<file path="src/rtl/afr_pkg.sv">
// Shared types, constants and helper functions of the ASCII frame receiver.
package afr_pkg;

   // Frame store size; the receiver resets when the write count reaches BUF_LEN - 1.
   localparam int unsigned BUF_LEN = 256;
   localparam logic [7:0] WC_LIMIT = 8'(BUF_LEN - 1);

   localparam logic [7:0] CHAR_START = 8'h3A;
   localparam logic [7:0] CHAR_END   = 8'h7E;
   localparam logic [7:0] CHAR_ZERO  = 8'h30;
   localparam logic [7:0] CHAR_ONE   = 8'h31;
   localparam logic [7:0] CHAR_UA    = 8'h41;
   localparam logic [7:0] CHAR_LA    = 8'h61;
   localparam logic [7:0] ANGLE_180  = 8'd180;
   localparam logic [7:0] ANGLE_0    = 8'd0;

   localparam logic [7:0] IDX_LEN_HI   = 8'd9;
   localparam logic [7:0] IDX_LEN_LO   = 8'd10;
   localparam logic [7:0] IDX_REPLY_HI = 8'd13;
   localparam logic [7:0] IDX_REPLY_LO = 8'd14;

   localparam logic [7:0] NEED_SHORT = 8'd2;
   localparam logic [7:0] NEED_LONG  = 8'd4;

   localparam logic [7:0] RST_LENGTH_OFFSET  = 8'd16;
   localparam logic [7:0] RST_RECORD_COUNT   = 8'd20;
   localparam logic [7:0] RST_VERSION_COUNT  = 8'd47;

   // Configuration register indexes.
   localparam logic [1:0] CSR_LENGTH_OFFSET = 2'd0;
   localparam logic [1:0] CSR_RECORD_COUNT  = 2'd1;
   localparam logic [1:0] CSR_VERSION_COUNT = 2'd2;

   // Request modes.
   localparam logic [2:0] MODE_NONE    = 3'd0;
   localparam logic [2:0] MODE_PACK    = 3'd1;
   localparam logic [2:0] MODE_RECORD  = 3'd2;
   localparam logic [2:0] MODE_ANGLE   = 3'd3;
   localparam logic [2:0] MODE_PLACE   = 3'd4;
   localparam logic [2:0] MODE_VERSION = 3'd5;

   // Frame end codes.
   localparam logic [1:0] FEND_NONE    = 2'd0;
   localparam logic [1:0] FEND_GENERAL = 2'd1;
   localparam logic [1:0] FEND_ANGLE   = 2'd2;
   localparam logic [1:0] FEND_PLACE   = 2'd3;

   typedef enum logic [7:0] {
      PH_HUNT = 8'b0000_0001,
      PH_ADDR = 8'b0000_0010,
      PH_CMD  = 8'b0000_0100,
      PH_VER  = 8'b0000_1000,
      PH_LEN  = 8'b0001_0000,
      PH_DATA = 8'b0010_0000,
      PH_CSUM = 8'b0100_0000,
      PH_EOI  = 8'b1000_0000
   } phase_type;

   typedef struct packed {
      logic [7:0] length_offset;
      logic [7:0] record_data_count;
      logic [7:0] version_data_count;
   } cfg_type;

   typedef struct packed {
      logic [7:0] rx_byte;
      logic [2:0] mode;
   } item_type;

   typedef struct packed {
      logic       stored;
      logic [7:0] store_index;
      logic [7:0] store_byte;
      logic [1:0] frame_end;
      logic       overflow_reset;
      logic       angle_flag;
      logic       place_flag;
   } result_type;

   // Value of one ASCII hex digit; any other character counts as zero.
   function automatic logic [3:0] hex_digit(input logic [7:0] c);
      logic [7:0] t;
      t = 8'd0;
      if (c inside {[8'h30:8'h39]}) begin
         t = c - CHAR_ZERO;
      end else if (c inside {[8'h41:8'h46]}) begin
         t = c - CHAR_UA + 8'd10;
      end else if (c inside {[8'h61:8'h66]}) begin
         t = c - CHAR_LA + 8'd10;
      end
      return t[3:0];
   endfunction

   function automatic phase_type next_phase(input phase_type p);
      phase_type n;
      case (p)
         PH_HUNT: n = PH_ADDR;
         PH_ADDR: n = PH_CMD;
         PH_CMD:  n = PH_VER;
         PH_VER:  n = PH_LEN;
         PH_LEN:  n = PH_DATA;
         PH_DATA: n = PH_CSUM;
         PH_CSUM: n = PH_EOI;
         default: n = PH_HUNT;
      endcase
      return n;
   endfunction

endpackage

</file>
<file path="src/rtl/afr_ifs.sv">
// Channel interfaces of the ASCII frame receiver: byte input, result output, register writes.
interface afr_req_if;
   logic       valid;
   logic       ready;
   logic [7:0] rx_byte;
   logic [2:0] mode;
   modport source (output valid, rx_byte, mode, input ready);
   modport sink (input valid, rx_byte, mode, output ready);
endinterface

interface afr_rsp_if;
   logic       valid;
   logic       ready;
   logic       stored;
   logic [7:0] store_index;
   logic [7:0] store_byte;
   logic [1:0] frame_end;
   logic       overflow_reset;
   logic       angle_flag;
   logic       place_flag;
   modport source (output valid, stored, store_index, store_byte, frame_end,
                   overflow_reset, angle_flag, place_flag, input ready);
   modport sink (input valid, stored, store_index, store_byte, frame_end,
                 overflow_reset, angle_flag, place_flag, output ready);
endinterface

interface afr_csr_if;
   logic       valid;
   logic       ready;
   logic [1:0] wr_index;
   logic [7:0] wr_data;
   modport source (output valid, wr_index, wr_data, input ready);
   modport sink (input valid, wr_index, wr_data, output ready);
endinterface

</file>
<file path="src/rtl/afr_csr_regs.sv">
// Configuration registers of the ASCII frame receiver.
module afr_csr_regs
   import afr_pkg::*;
(
   input  logic        clock,
   input  logic        reset,
   afr_csr_if.sink     csr_ch,
   output cfg_type     cfg
);

   cfg_type cfg_ff;
   cfg_type cfg_in;

   assign csr_ch.ready = 1'b1;
   assign cfg = cfg_ff;

   always_comb begin
      cfg_in = cfg_ff;
      if (csr_ch.valid) begin
         case (csr_ch.wr_index)
            CSR_LENGTH_OFFSET: cfg_in.length_offset      = csr_ch.wr_data;
            CSR_RECORD_COUNT:  cfg_in.record_data_count  = csr_ch.wr_data;
            CSR_VERSION_COUNT: cfg_in.version_data_count = csr_ch.wr_data;
            default: cfg_in = cfg_ff;
         endcase
      end
   end

   always_ff @(posedge clock) begin
      if (reset) begin
         cfg_ff.length_offset      <= RST_LENGTH_OFFSET;
         cfg_ff.record_data_count  <= RST_RECORD_COUNT;
         cfg_ff.version_data_count <= RST_VERSION_COUNT;
      end else begin
         cfg_ff <= cfg_in;
      end
   end

endmodule

</file>
<file path="src/rtl/afr_in_stage.sv">
// Input register stage: holds one received byte and its mode until the parser takes it.
module afr_in_stage
   import afr_pkg::*;
(
   input  logic        clock,
   input  logic        reset,
   afr_req_if.sink     req_ch,
   output logic        item_valid,
   output item_type    item,
   input  logic        item_take
);

   logic     valid_ff;
   logic     valid_in;
   item_type item_ff;

   assign req_ch.ready = !valid_ff || item_take;
   assign item_valid   = valid_ff;
   assign item         = item_ff;

   always_comb begin
      valid_in = valid_ff;
      if (req_ch.valid && req_ch.ready) begin
         valid_in = 1'b1;
      end else if (item_take) begin
         valid_in = 1'b0;
      end
   end

   always_ff @(posedge clock) begin
      if (reset) begin
         valid_ff <= 1'b0;
      end else begin
         valid_ff <= valid_in;
      end
   end

   always_ff @(posedge clock) begin
      if (req_ch.valid && req_ch.ready) begin
         item_ff.rx_byte <= req_ch.rx_byte;
         item_ff.mode    <= req_ch.mode;
      end
   end

endmodule

</file>
<file path="src/rtl/afr_parser.sv">
// Frame phase tracker with the result register; updates state for each byte it takes.
module afr_parser
   import afr_pkg::*;
(
   input  logic        clock,
   input  logic        reset,
   input  cfg_type     cfg,
   input  logic        item_valid,
   input  item_type    item,
   output logic        item_take,
   afr_rsp_if.source   rsp_ch
);

   phase_type  phase_ff, phase_in, cur_phase;
   logic [7:0] wc_ff, wc_in;
   logic [7:0] pc_ff, pc_in;
   logic [8:0] pc_inc;
   logic [7:0] len_hi_ff, len_hi_in, len_lo_ff, len_lo_in;
   logic [7:0] rep_hi_ff, rep_hi_in, rep_lo_ff, rep_lo_in;
   logic       axis_ff, axis_in, place_ff, place_in;
   logic       rsp_valid_ff, rsp_valid_in;
   result_type result_ff, result_in;
   logic [7:0] len_hex, reply_hex, data_need, need;
   logic       counting;
   logic [7:0] b;
   logic [2:0] mode;

   assign b    = item.rx_byte;
   assign mode = item.mode;

   assign item_take = item_valid && (!rsp_valid_ff || rsp_ch.ready);

   assign len_hex   = {hex_digit(len_hi_ff), hex_digit(len_lo_ff)};
   assign reply_hex = {hex_digit(rep_hi_ff), hex_digit(rep_lo_ff)};
   assign data_need = (len_hex > cfg.length_offset) ? len_hex - cfg.length_offset : 8'd1;

   assign cur_phase = (b == CHAR_START && wc_ff == 8'd0) ? PH_HUNT : phase_ff;
   assign pc_inc    = {1'b0, pc_ff} + 9'd1;

   always_comb begin
      counting = 1'b1;
      need     = NEED_SHORT;
      if (cur_phase == PH_LEN || cur_phase == PH_CSUM) begin
         need = NEED_LONG;
      end else if (cur_phase == PH_DATA) begin
         case (mode)
            MODE_PACK, MODE_ANGLE, MODE_PLACE: need = data_need;
            MODE_RECORD:  need = cfg.record_data_count;
            MODE_VERSION: need = cfg.version_data_count;
            default:      counting = 1'b0;
         endcase
      end
   end

   always_comb begin
      phase_in  = phase_ff;
      wc_in     = wc_ff;
      pc_in     = pc_ff;
      len_hi_in = len_hi_ff;
      len_lo_in = len_lo_ff;
      rep_hi_in = rep_hi_ff;
      rep_lo_in = rep_lo_ff;
      axis_in   = axis_ff;
      place_in  = place_ff;
      result_in = '0;
      if (item_take) begin
         if (wc_ff >= WC_LIMIT) begin
            wc_in    = 8'd0;
            phase_in = PH_HUNT;
            pc_in    = 8'd0;
            result_in.overflow_reset = 1'b1;
         end else begin
            phase_in = cur_phase;
            case (cur_phase)
               PH_HUNT: begin
                  if (b == CHAR_START) begin
                     pc_in    = 8'd0;
                     wc_in    = 8'd1;
                     phase_in = PH_ADDR;
                     result_in.stored     = 1'b1;
                     result_in.store_byte = b;
                  end
               end
               PH_EOI: begin
                  if (b == CHAR_END) begin
                     result_in.stored      = 1'b1;
                     result_in.store_index = wc_ff;
                     result_in.store_byte  = b;
                     if (mode == MODE_ANGLE) begin
                        if (reply_hex == ANGLE_0) axis_in = 1'b0;
                        if (reply_hex == ANGLE_180) axis_in = 1'b1;
                        result_in.frame_end = FEND_ANGLE;
                     end else if (mode == MODE_PLACE) begin
                        if (rep_lo_ff == CHAR_ZERO) place_in = 1'b0;
                        if (rep_lo_ff == CHAR_ONE) place_in = 1'b1;
                        result_in.frame_end = FEND_PLACE;
                     end else begin
                        result_in.frame_end = FEND_GENERAL;
                     end
                     phase_in = PH_HUNT;
                     wc_in    = 8'd0;
                  end
               end
               default: begin
                  result_in.stored      = 1'b1;
                  result_in.store_index = wc_ff;
                  result_in.store_byte  = b;
                  wc_in = wc_ff + 8'd1;
                  if (counting) begin
                     if (pc_inc >= {1'b0, need}) begin
                        pc_in    = 8'd0;
                        phase_in = next_phase(cur_phase);
                     end else begin
                        pc_in = pc_inc[7:0];
                     end
                  end
               end
            endcase
            // The length and reply characters shadow their frame positions.
            if (result_in.stored) begin
               if (result_in.store_index == IDX_LEN_HI) len_hi_in = b;
               if (result_in.store_index == IDX_LEN_LO) len_lo_in = b;
               if (result_in.store_index == IDX_REPLY_HI) rep_hi_in = b;
               if (result_in.store_index == IDX_REPLY_LO) rep_lo_in = b;
            end
         end
         result_in.angle_flag = axis_in;
         result_in.place_flag = place_in;
      end
   end

   always_comb begin
      rsp_valid_in = rsp_valid_ff;
      if (item_take) begin
         rsp_valid_in = 1'b1;
      end else if (rsp_ch.ready) begin
         rsp_valid_in = 1'b0;
      end
   end

   always_ff @(posedge clock) begin
      if (reset) begin
         phase_ff     <= PH_HUNT;
         wc_ff        <= 8'd0;
         pc_ff        <= 8'd0;
         len_hi_ff    <= 8'd0;
         len_lo_ff    <= 8'd0;
         rep_hi_ff    <= 8'd0;
         rep_lo_ff    <= 8'd0;
         axis_ff      <= 1'b0;
         place_ff     <= 1'b0;
         rsp_valid_ff <= 1'b0;
      end else begin
         phase_ff     <= phase_in;
         wc_ff        <= wc_in;
         pc_ff        <= pc_in;
         len_hi_ff    <= len_hi_in;
         len_lo_ff    <= len_lo_in;
         rep_hi_ff    <= rep_hi_in;
         rep_lo_ff    <= rep_lo_in;
         axis_ff      <= axis_in;
         place_ff     <= place_in;
         rsp_valid_ff <= rsp_valid_in;
      end
   end

   always_ff @(posedge clock) begin
      if (item_take) begin
         result_ff <= result_in;
      end
   end

   assign rsp_ch.valid          = rsp_valid_ff;
   assign rsp_ch.stored         = result_ff.stored;
   assign rsp_ch.store_index    = result_ff.store_index;
   assign rsp_ch.store_byte     = result_ff.store_byte;
   assign rsp_ch.frame_end      = result_ff.frame_end;
   assign rsp_ch.overflow_reset = result_ff.overflow_reset;
   assign rsp_ch.angle_flag     = result_ff.angle_flag;
   assign rsp_ch.place_flag     = result_ff.place_flag;

endmodule

</file>
<file path="src/rtl/ascii_frame_receiver_core.sv">
// A byte passes the input register and then the result register before its result is valid.
// Throughput: one byte per cycle while the result side is ready; a byte's state update finishes
// in the cycle it leaves the input register, so the next byte follows directly.
// Backpressure on the result side stalls the input register, which still takes one more byte.
// Reset (synchronous, active high) returns to the hunt phase with counts, shadow characters
// and flags at zero and the configuration registers at their defaults.
module ascii_frame_receiver_core
   import afr_pkg::*;
(
   input  logic        clock,
   input  logic        reset,
   afr_req_if.sink     req_ch,
   afr_rsp_if.source   rsp_ch,
   afr_csr_if.sink     csr_ch
);

   cfg_type  cfg;
   logic     item_valid;
   item_type item;
   logic     item_take;

   afr_csr_regs u_csr_regs (
      .clock  (clock),
      .reset  (reset),
      .csr_ch (csr_ch),
      .cfg    (cfg)
   );

   afr_in_stage u_in_stage (
      .clock      (clock),
      .reset      (reset),
      .req_ch     (req_ch),
      .item_valid (item_valid),
      .item       (item),
      .item_take  (item_take)
   );

   afr_parser u_parser (
      .clock      (clock),
      .reset      (reset),
      .cfg        (cfg),
      .item_valid (item_valid),
      .item       (item),
      .item_take  (item_take),
      .rsp_ch     (rsp_ch)
   );

endmodule
</file>
<file path="src/flat_wrapper.sv">
// flat-port wrapper written by rule: the top's interface ports become plain ports
module ascii_frame_receiver_core_flat import afr_pkg::*;
  (clock, reset, req_ch_valid, req_ch_rx_byte, req_ch_mode, req_ch_ready, rsp_ch_valid, rsp_ch_stored, rsp_ch_store_index, rsp_ch_store_byte, rsp_ch_frame_end, rsp_ch_overflow_reset, rsp_ch_angle_flag, rsp_ch_place_flag, rsp_ch_ready, csr_ch_valid, csr_ch_wr_index, csr_ch_wr_data, csr_ch_ready);
  afr_req_if req_ch_i ();
  afr_rsp_if rsp_ch_i ();
  afr_csr_if csr_ch_i ();
  input  logic clock;
  input  logic reset;
  input wire logic [$bits(req_ch_i.valid)-1:0] req_ch_valid;
  input wire logic [$bits(req_ch_i.rx_byte)-1:0] req_ch_rx_byte;
  input wire logic [$bits(req_ch_i.mode)-1:0] req_ch_mode;
  output wire logic [$bits(req_ch_i.ready)-1:0] req_ch_ready;
  output wire logic [$bits(rsp_ch_i.valid)-1:0] rsp_ch_valid;
  output wire logic [$bits(rsp_ch_i.stored)-1:0] rsp_ch_stored;
  output wire logic [$bits(rsp_ch_i.store_index)-1:0] rsp_ch_store_index;
  output wire logic [$bits(rsp_ch_i.store_byte)-1:0] rsp_ch_store_byte;
  output wire logic [$bits(rsp_ch_i.frame_end)-1:0] rsp_ch_frame_end;
  output wire logic [$bits(rsp_ch_i.overflow_reset)-1:0] rsp_ch_overflow_reset;
  output wire logic [$bits(rsp_ch_i.angle_flag)-1:0] rsp_ch_angle_flag;
  output wire logic [$bits(rsp_ch_i.place_flag)-1:0] rsp_ch_place_flag;
  input wire logic [$bits(rsp_ch_i.ready)-1:0] rsp_ch_ready;
  input wire logic [$bits(csr_ch_i.valid)-1:0] csr_ch_valid;
  input wire logic [$bits(csr_ch_i.wr_index)-1:0] csr_ch_wr_index;
  input wire logic [$bits(csr_ch_i.wr_data)-1:0] csr_ch_wr_data;
  output wire logic [$bits(csr_ch_i.ready)-1:0] csr_ch_ready;
  assign req_ch_i.valid = req_ch_valid;
  assign req_ch_i.rx_byte = req_ch_rx_byte;
  assign req_ch_i.mode = req_ch_mode;
  assign req_ch_ready = req_ch_i.ready;
  assign rsp_ch_valid = rsp_ch_i.valid;
  assign rsp_ch_stored = rsp_ch_i.stored;
  assign rsp_ch_store_index = rsp_ch_i.store_index;
  assign rsp_ch_store_byte = rsp_ch_i.store_byte;
  assign rsp_ch_frame_end = rsp_ch_i.frame_end;
  assign rsp_ch_overflow_reset = rsp_ch_i.overflow_reset;
  assign rsp_ch_angle_flag = rsp_ch_i.angle_flag;
  assign rsp_ch_place_flag = rsp_ch_i.place_flag;
  assign rsp_ch_i.ready = rsp_ch_ready;
  assign csr_ch_i.valid = csr_ch_valid;
  assign csr_ch_i.wr_index = csr_ch_wr_index;
  assign csr_ch_i.wr_data = csr_ch_wr_data;
  assign csr_ch_ready = csr_ch_i.ready;
  ascii_frame_receiver_core u_core (.clock(clock), .reset(reset), .req_ch(req_ch_i), .rsp_ch(rsp_ch_i), .csr_ch(csr_ch_i));
endmodule
</file>
<file path="config.mk">
export PLATFORM = sky130hd
export DESIGN_NAME = ascii_frame_receiver_core_flat
export DESIGN_NICKNAME = d
export VERILOG_FILES = /design/src/rtl/afr_pkg.sv /design/src/rtl/afr_ifs.sv /design/src/rtl/afr_csr_regs.sv /design/src/rtl/afr_in_stage.sv /design/src/rtl/afr_parser.sv /design/src/rtl/ascii_frame_receiver_core.sv /design/src/flat_wrapper.sv
export SDC_FILE = /design/constraint.sdc
export NUM_CORES = 1
export LEC_CHECK = 0
export BUFFER_PORTS_ARGS = -buffer_cell sky130_fd_sc_hd__buf_2
export CAP_MARGIN = 20
export CORE_AREA = 2 2 113 115
export DETAILED_ROUTE_END_ITERATION = 16
export DIE_AREA = 0 0 115 117
export HOLD_SLACK_MARGIN = 0.03
export PLACE_DENSITY = 0.84
export SETUP_SLACK_MARGIN = 0.15
export SLEW_MARGIN = 20
export SYNTH_ARGS = -nofsm -noshare
export SYNTH_HDL_FRONTEND = slang
export SYNTH_SLANG_ARGS = --single-unit
</file>
<file path="constraint.sdc">
create_clock -name clock -period 12 [get_ports clock]
set_input_delay 3.6 -clock clock [delete_from_list [all_inputs] [get_ports clock]]
set_output_delay 3.6 -clock clock [all_outputs]
set_load 0.02 [all_outputs]
</file>
==> results by stage <==
Clock network:
- The clock net in this run drives a total of roughly 120 sinks.
- The post-cts hold buffer count is 0.
- Clock-pin slew was measured on the worst setup and hold paths at around 50 ps.
- The clock tree from TritonCTS is built.
- Clock tree synthesis selected as its root buffer the cell clkbuf_16.
- In this run the deepest clock path goes through 2 buffers.
- Clock tree synthesis inserted a total of 17 buffers.
- The number of H-tree levels is 4.
- The number of gates resized after CTS was 0.
- Once the clock tree was built, the setup fixing pass inserted 0 buffers.
- The clock reaches the later pin of the worst-skew pair after 410 ps.

Pwr:
- The internal power is 775 µW.
- The switching fraction of total power is 21.4%.
- The largest vdd supply drop is 0.000117 V.
- The total power of the final layout is between 900 and 1000 µW.
- The clock network fraction of total power is 52.2%.
- Dividing total power by cell area gives a power density of 132 nW/µm².
- The net switching power of the design is 211 µW.
- The leakage component of the power is 0.00290 µW.
- The combinational share of power is 4.8%.
- Sequential cells burn 43.0% of the power.

Synth:
- The synthesized design spends more area on one cell type than any other, namely dfxtp_1.
- In this run, distinct cell masters in the synthesized netlist total 78.
- The fraction of the yosys area taken by sequential cells is between 40% and 50%.
- Yosys mapped a number of flops with a built-in enable equal to 33.
- For this run, the number of Yosys warnings is 0.
- Synthesis handed over a netlist of 721 instances.
- The flip-flop and latch count after synthesis is 117.
- The top cell type's share of synthesized area is 25.6%.
- Ranked by total cell area, the synthesized netlist is headed by dfxtp_1 (26%), edfxtp_1 (15%), mux2i_1 (6.6%).
- Counting every net in the synthesized netlist gives 779.
- In the synthesized netlist the dominant register cell turns out to be dfxtp_1.
- The per-instance average area after synthesis is between 9 and 10 µm².
- The mapped netlist covers roughly 6600 µm².
- Counting flops with an async set or reset pin after synthesis yields a share of 0%.

Layout:
- The post-layout net count is around 830.
- The library cell used most frequently in the layout, excluding fill and tap cells, is nor2_1.
- The area growth from synthesis to final layout is 13.9%.
- In the layout the commonest cells are nor2_1 (89), dfxtp_1 (84), nand2_1 (56).
- 0 antenna diodes ended up in the layout.
- The post-route netlist has roughly 15% of its cells at a drive strength greater than 1.

Drt:
- The detailed-route via count is 5536.
- The number of DRC markers in iteration 0 is 415.
- The average wire per cell in the routed design is between 15 and 20 µm.
- The final layout contains routed wiring with a total length of 15.0 mm.
- The residual DRC count is 0.
- The total iterations of the first detailed-routing run is 5.
- The ratio of routed vias to standard cells is a little under 6.
- The residual antenna-violating net count after detailed routing is 0.

GRT:
- The first global-routing pass estimated 24.8 mm of wire.
- The overall fraction of global-route tracks in use is around a quarter.
- The number of global-route vias before repair was 5301.
- The initial antenna violation count is 0.
- Entering global routing, the biggest net connects 71 pins.
- For this run the aggregate overflow at the end of global routing stands at 0.

STA:
- The setup slack after layout is 4260 ps.
- The final count of hold timing violations is 0.
- The count of pins over their slew limit is 0.
- After layout, the minimum clock period comes to 7740 ps.
- The relative slew slack is between 30% and 40%.
- The share of the cycle needed by the critical path after routing is 64.5%.
- Setup repair after global routing left no endpoint under its margin.
- The setup total negative slack is 0 ps.
- The maximum clock skew at final layout is 6.07 ps.
- At the pin with the least slew margin, the transition time is 891 ps.
- Setup violations remaining at the end of the flow were counted as 0.
- The maximum achievable frequency is 0.129 GHz.

Floorplan:
- The row count is 41.
- The floorplan step defined a die boundary enclosing approximately 13000 µm².
- 51 I/O pins were placed.
- The initial utilization of the core area, before any placement, comes to 53.3%.
- The floorplan step set the die width to 115 µm.
- The floorplan step set the die height to 117 µm.
- The floorplan step defined a core boundary enclosing 12300 µm².

Worst setup path:
- For the worst setup path, the data required time is 8400 ps.
- The category of the most critical setup path is input port to output port.
- The top fanout value on the critical path is 4.
- STA classifies the critical path endpoint as an output port.
- For the worst flop-to-flop path, the logic depth is 17.
- The sort of element at the start of the critical path is an input port.
- Data on the critical path arrives at its endpoint at 4140 ps.

Placed design:
- The count of buffers added on input and output ports is 49.
- The congestion estimate from routability-driven global placement came to 0.885.
- OpenSTA, run right after detailed placement, puts the worst setup slack at 4250 ps.
- The half-perimeter wire length of the detailed placement result is 10.3 mm.

Worst hold path:
- The class of the worst hold path is flip-flop to flip-flop.
- The worst hold path depth is 2.

Run status:
- The flow ran to the end, and the final reports show no timing, DRC or antenna violations.

Run:
- The max capacitance violation total is 0.
flip-flops by register name, indices dropped and copies added, names as in the netlist, 2 cells and up:
register,count
u_core.u_csr_regs.cfg,24
u_core.u_in_stage.item,11
u_core.u_parser.len_hi_ff,8
u_core.u_parser.len_lo_ff,8
u_core.u_parser.pc_ff,8
u_core.u_parser.phase_ff,8
u_core.u_parser.rep_hi_ff,8
u_core.u_parser.rep_lo_ff,8
u_core.u_parser.rsp_ch.store_byte,8
u_core.u_parser.rsp_ch.store_index,8
u_core.u_parser.wc_ff,8
u_core.u_parser.rsp_ch.frame_end,2
power groups by stage:
stage,sequential [µW],clock (µW),combinational [µW]
2_1_floorplan,432,0,30.3
3_3_place_gp,432,0,45.6
3_5_place_dp,432,0,46.5
4_1_cts,424,519,47.0
5_1_grt,425,539,51.9
6_report,424,514,47.1
metrics by stage:
| stage | utilization (%) | cells | hold WS [ps] | area (µm²) |
|---|---|---|---|---|
| 5_1_grt | 60.7 | 930 | 484 | 7470 |
| 6_report | 60.7 | 930 | 459 | 7470 |
| 4_1_cts | 60.7 | 930 | 458 | 7470 |
| 3_5_place_dp | 55.8 | 898 | 449 | 6870 |
| 3_3_place_gp | 55.8 | 898 | 445 | 6870 |
| 2_1_floorplan | - | 721 | 436 | 6560 |
final timing paths:
kind	from	endpoint	slack [ps]
min	u_core.u_csr_regs.cfg[4]	u_core.u_csr_regs.cfg[4]	460
max reg2reg	u_core.u_parser.len_hi_ff[3]	u_core.u_parser.phase_ff[7]	6500
max	rsp_ch_ready	req_ch_ready	4260
min reg2reg	u_core.u_csr_regs.cfg[4]	u_core.u_csr_regs.cfg[4]	460
worst max-delay path, stage by stage:
cell	delay (ps)
buf_2	90
nor2b_1	190
nand2_1	100
buf_2	160
area by class of cell:
cell class | instances | area [µm²]
fillers | 1007 | 4840
multi-input cells | 539 | 3590
flip-flops and latches | 117 | 2670
clock buffers | 20 | 437
repair buffers | 53 | 275
well taps | 150 | 188
clock inverters | 12 | 160
inverters | 39 | 146
cell families (layout without fill, tap and decap cells):
family | after synthesis | count (layout) | share of synthesized area [%]
AOI/OAI and AO/OA | 147 | 147 | 14.8
other | 1 | 1 | 0.0572
xor gates and xnor gates | 9 | 9 | 1.20
muxes | 44 | 44 | 6.74
and+or+nand+nor | 306 | 306 | 25.6
adders and majority gates | 32 | 32 | 6.22
buffers and inverters | 65 | 124 | 4.56
DFF | 117 | 117 | 40.8
Yosys cell counts, types with 17 or more instances:
cell type / instances
nor2_1: 89
nand2_1: 56
inv_1: 39
o21ai_0: 31
mux2i_1: 43
nor3_1: 20
edfxtp_1: 33
ha_1: 31
a21oi_1: 42
clkbuf_1: 17
nand3_1: 24
dfxtp_1: 84
per-layer routing:
metal,GRT usage [%],vias up,wire length (µm)
met2,39.9,198,7170
met1,28.8,2577,6600
met5,0,-,0
met3,5.46,31,864
met4,9.00,0,340
li1,-,2730,-
Note: power is estimated with default switching activity, not from simulation.
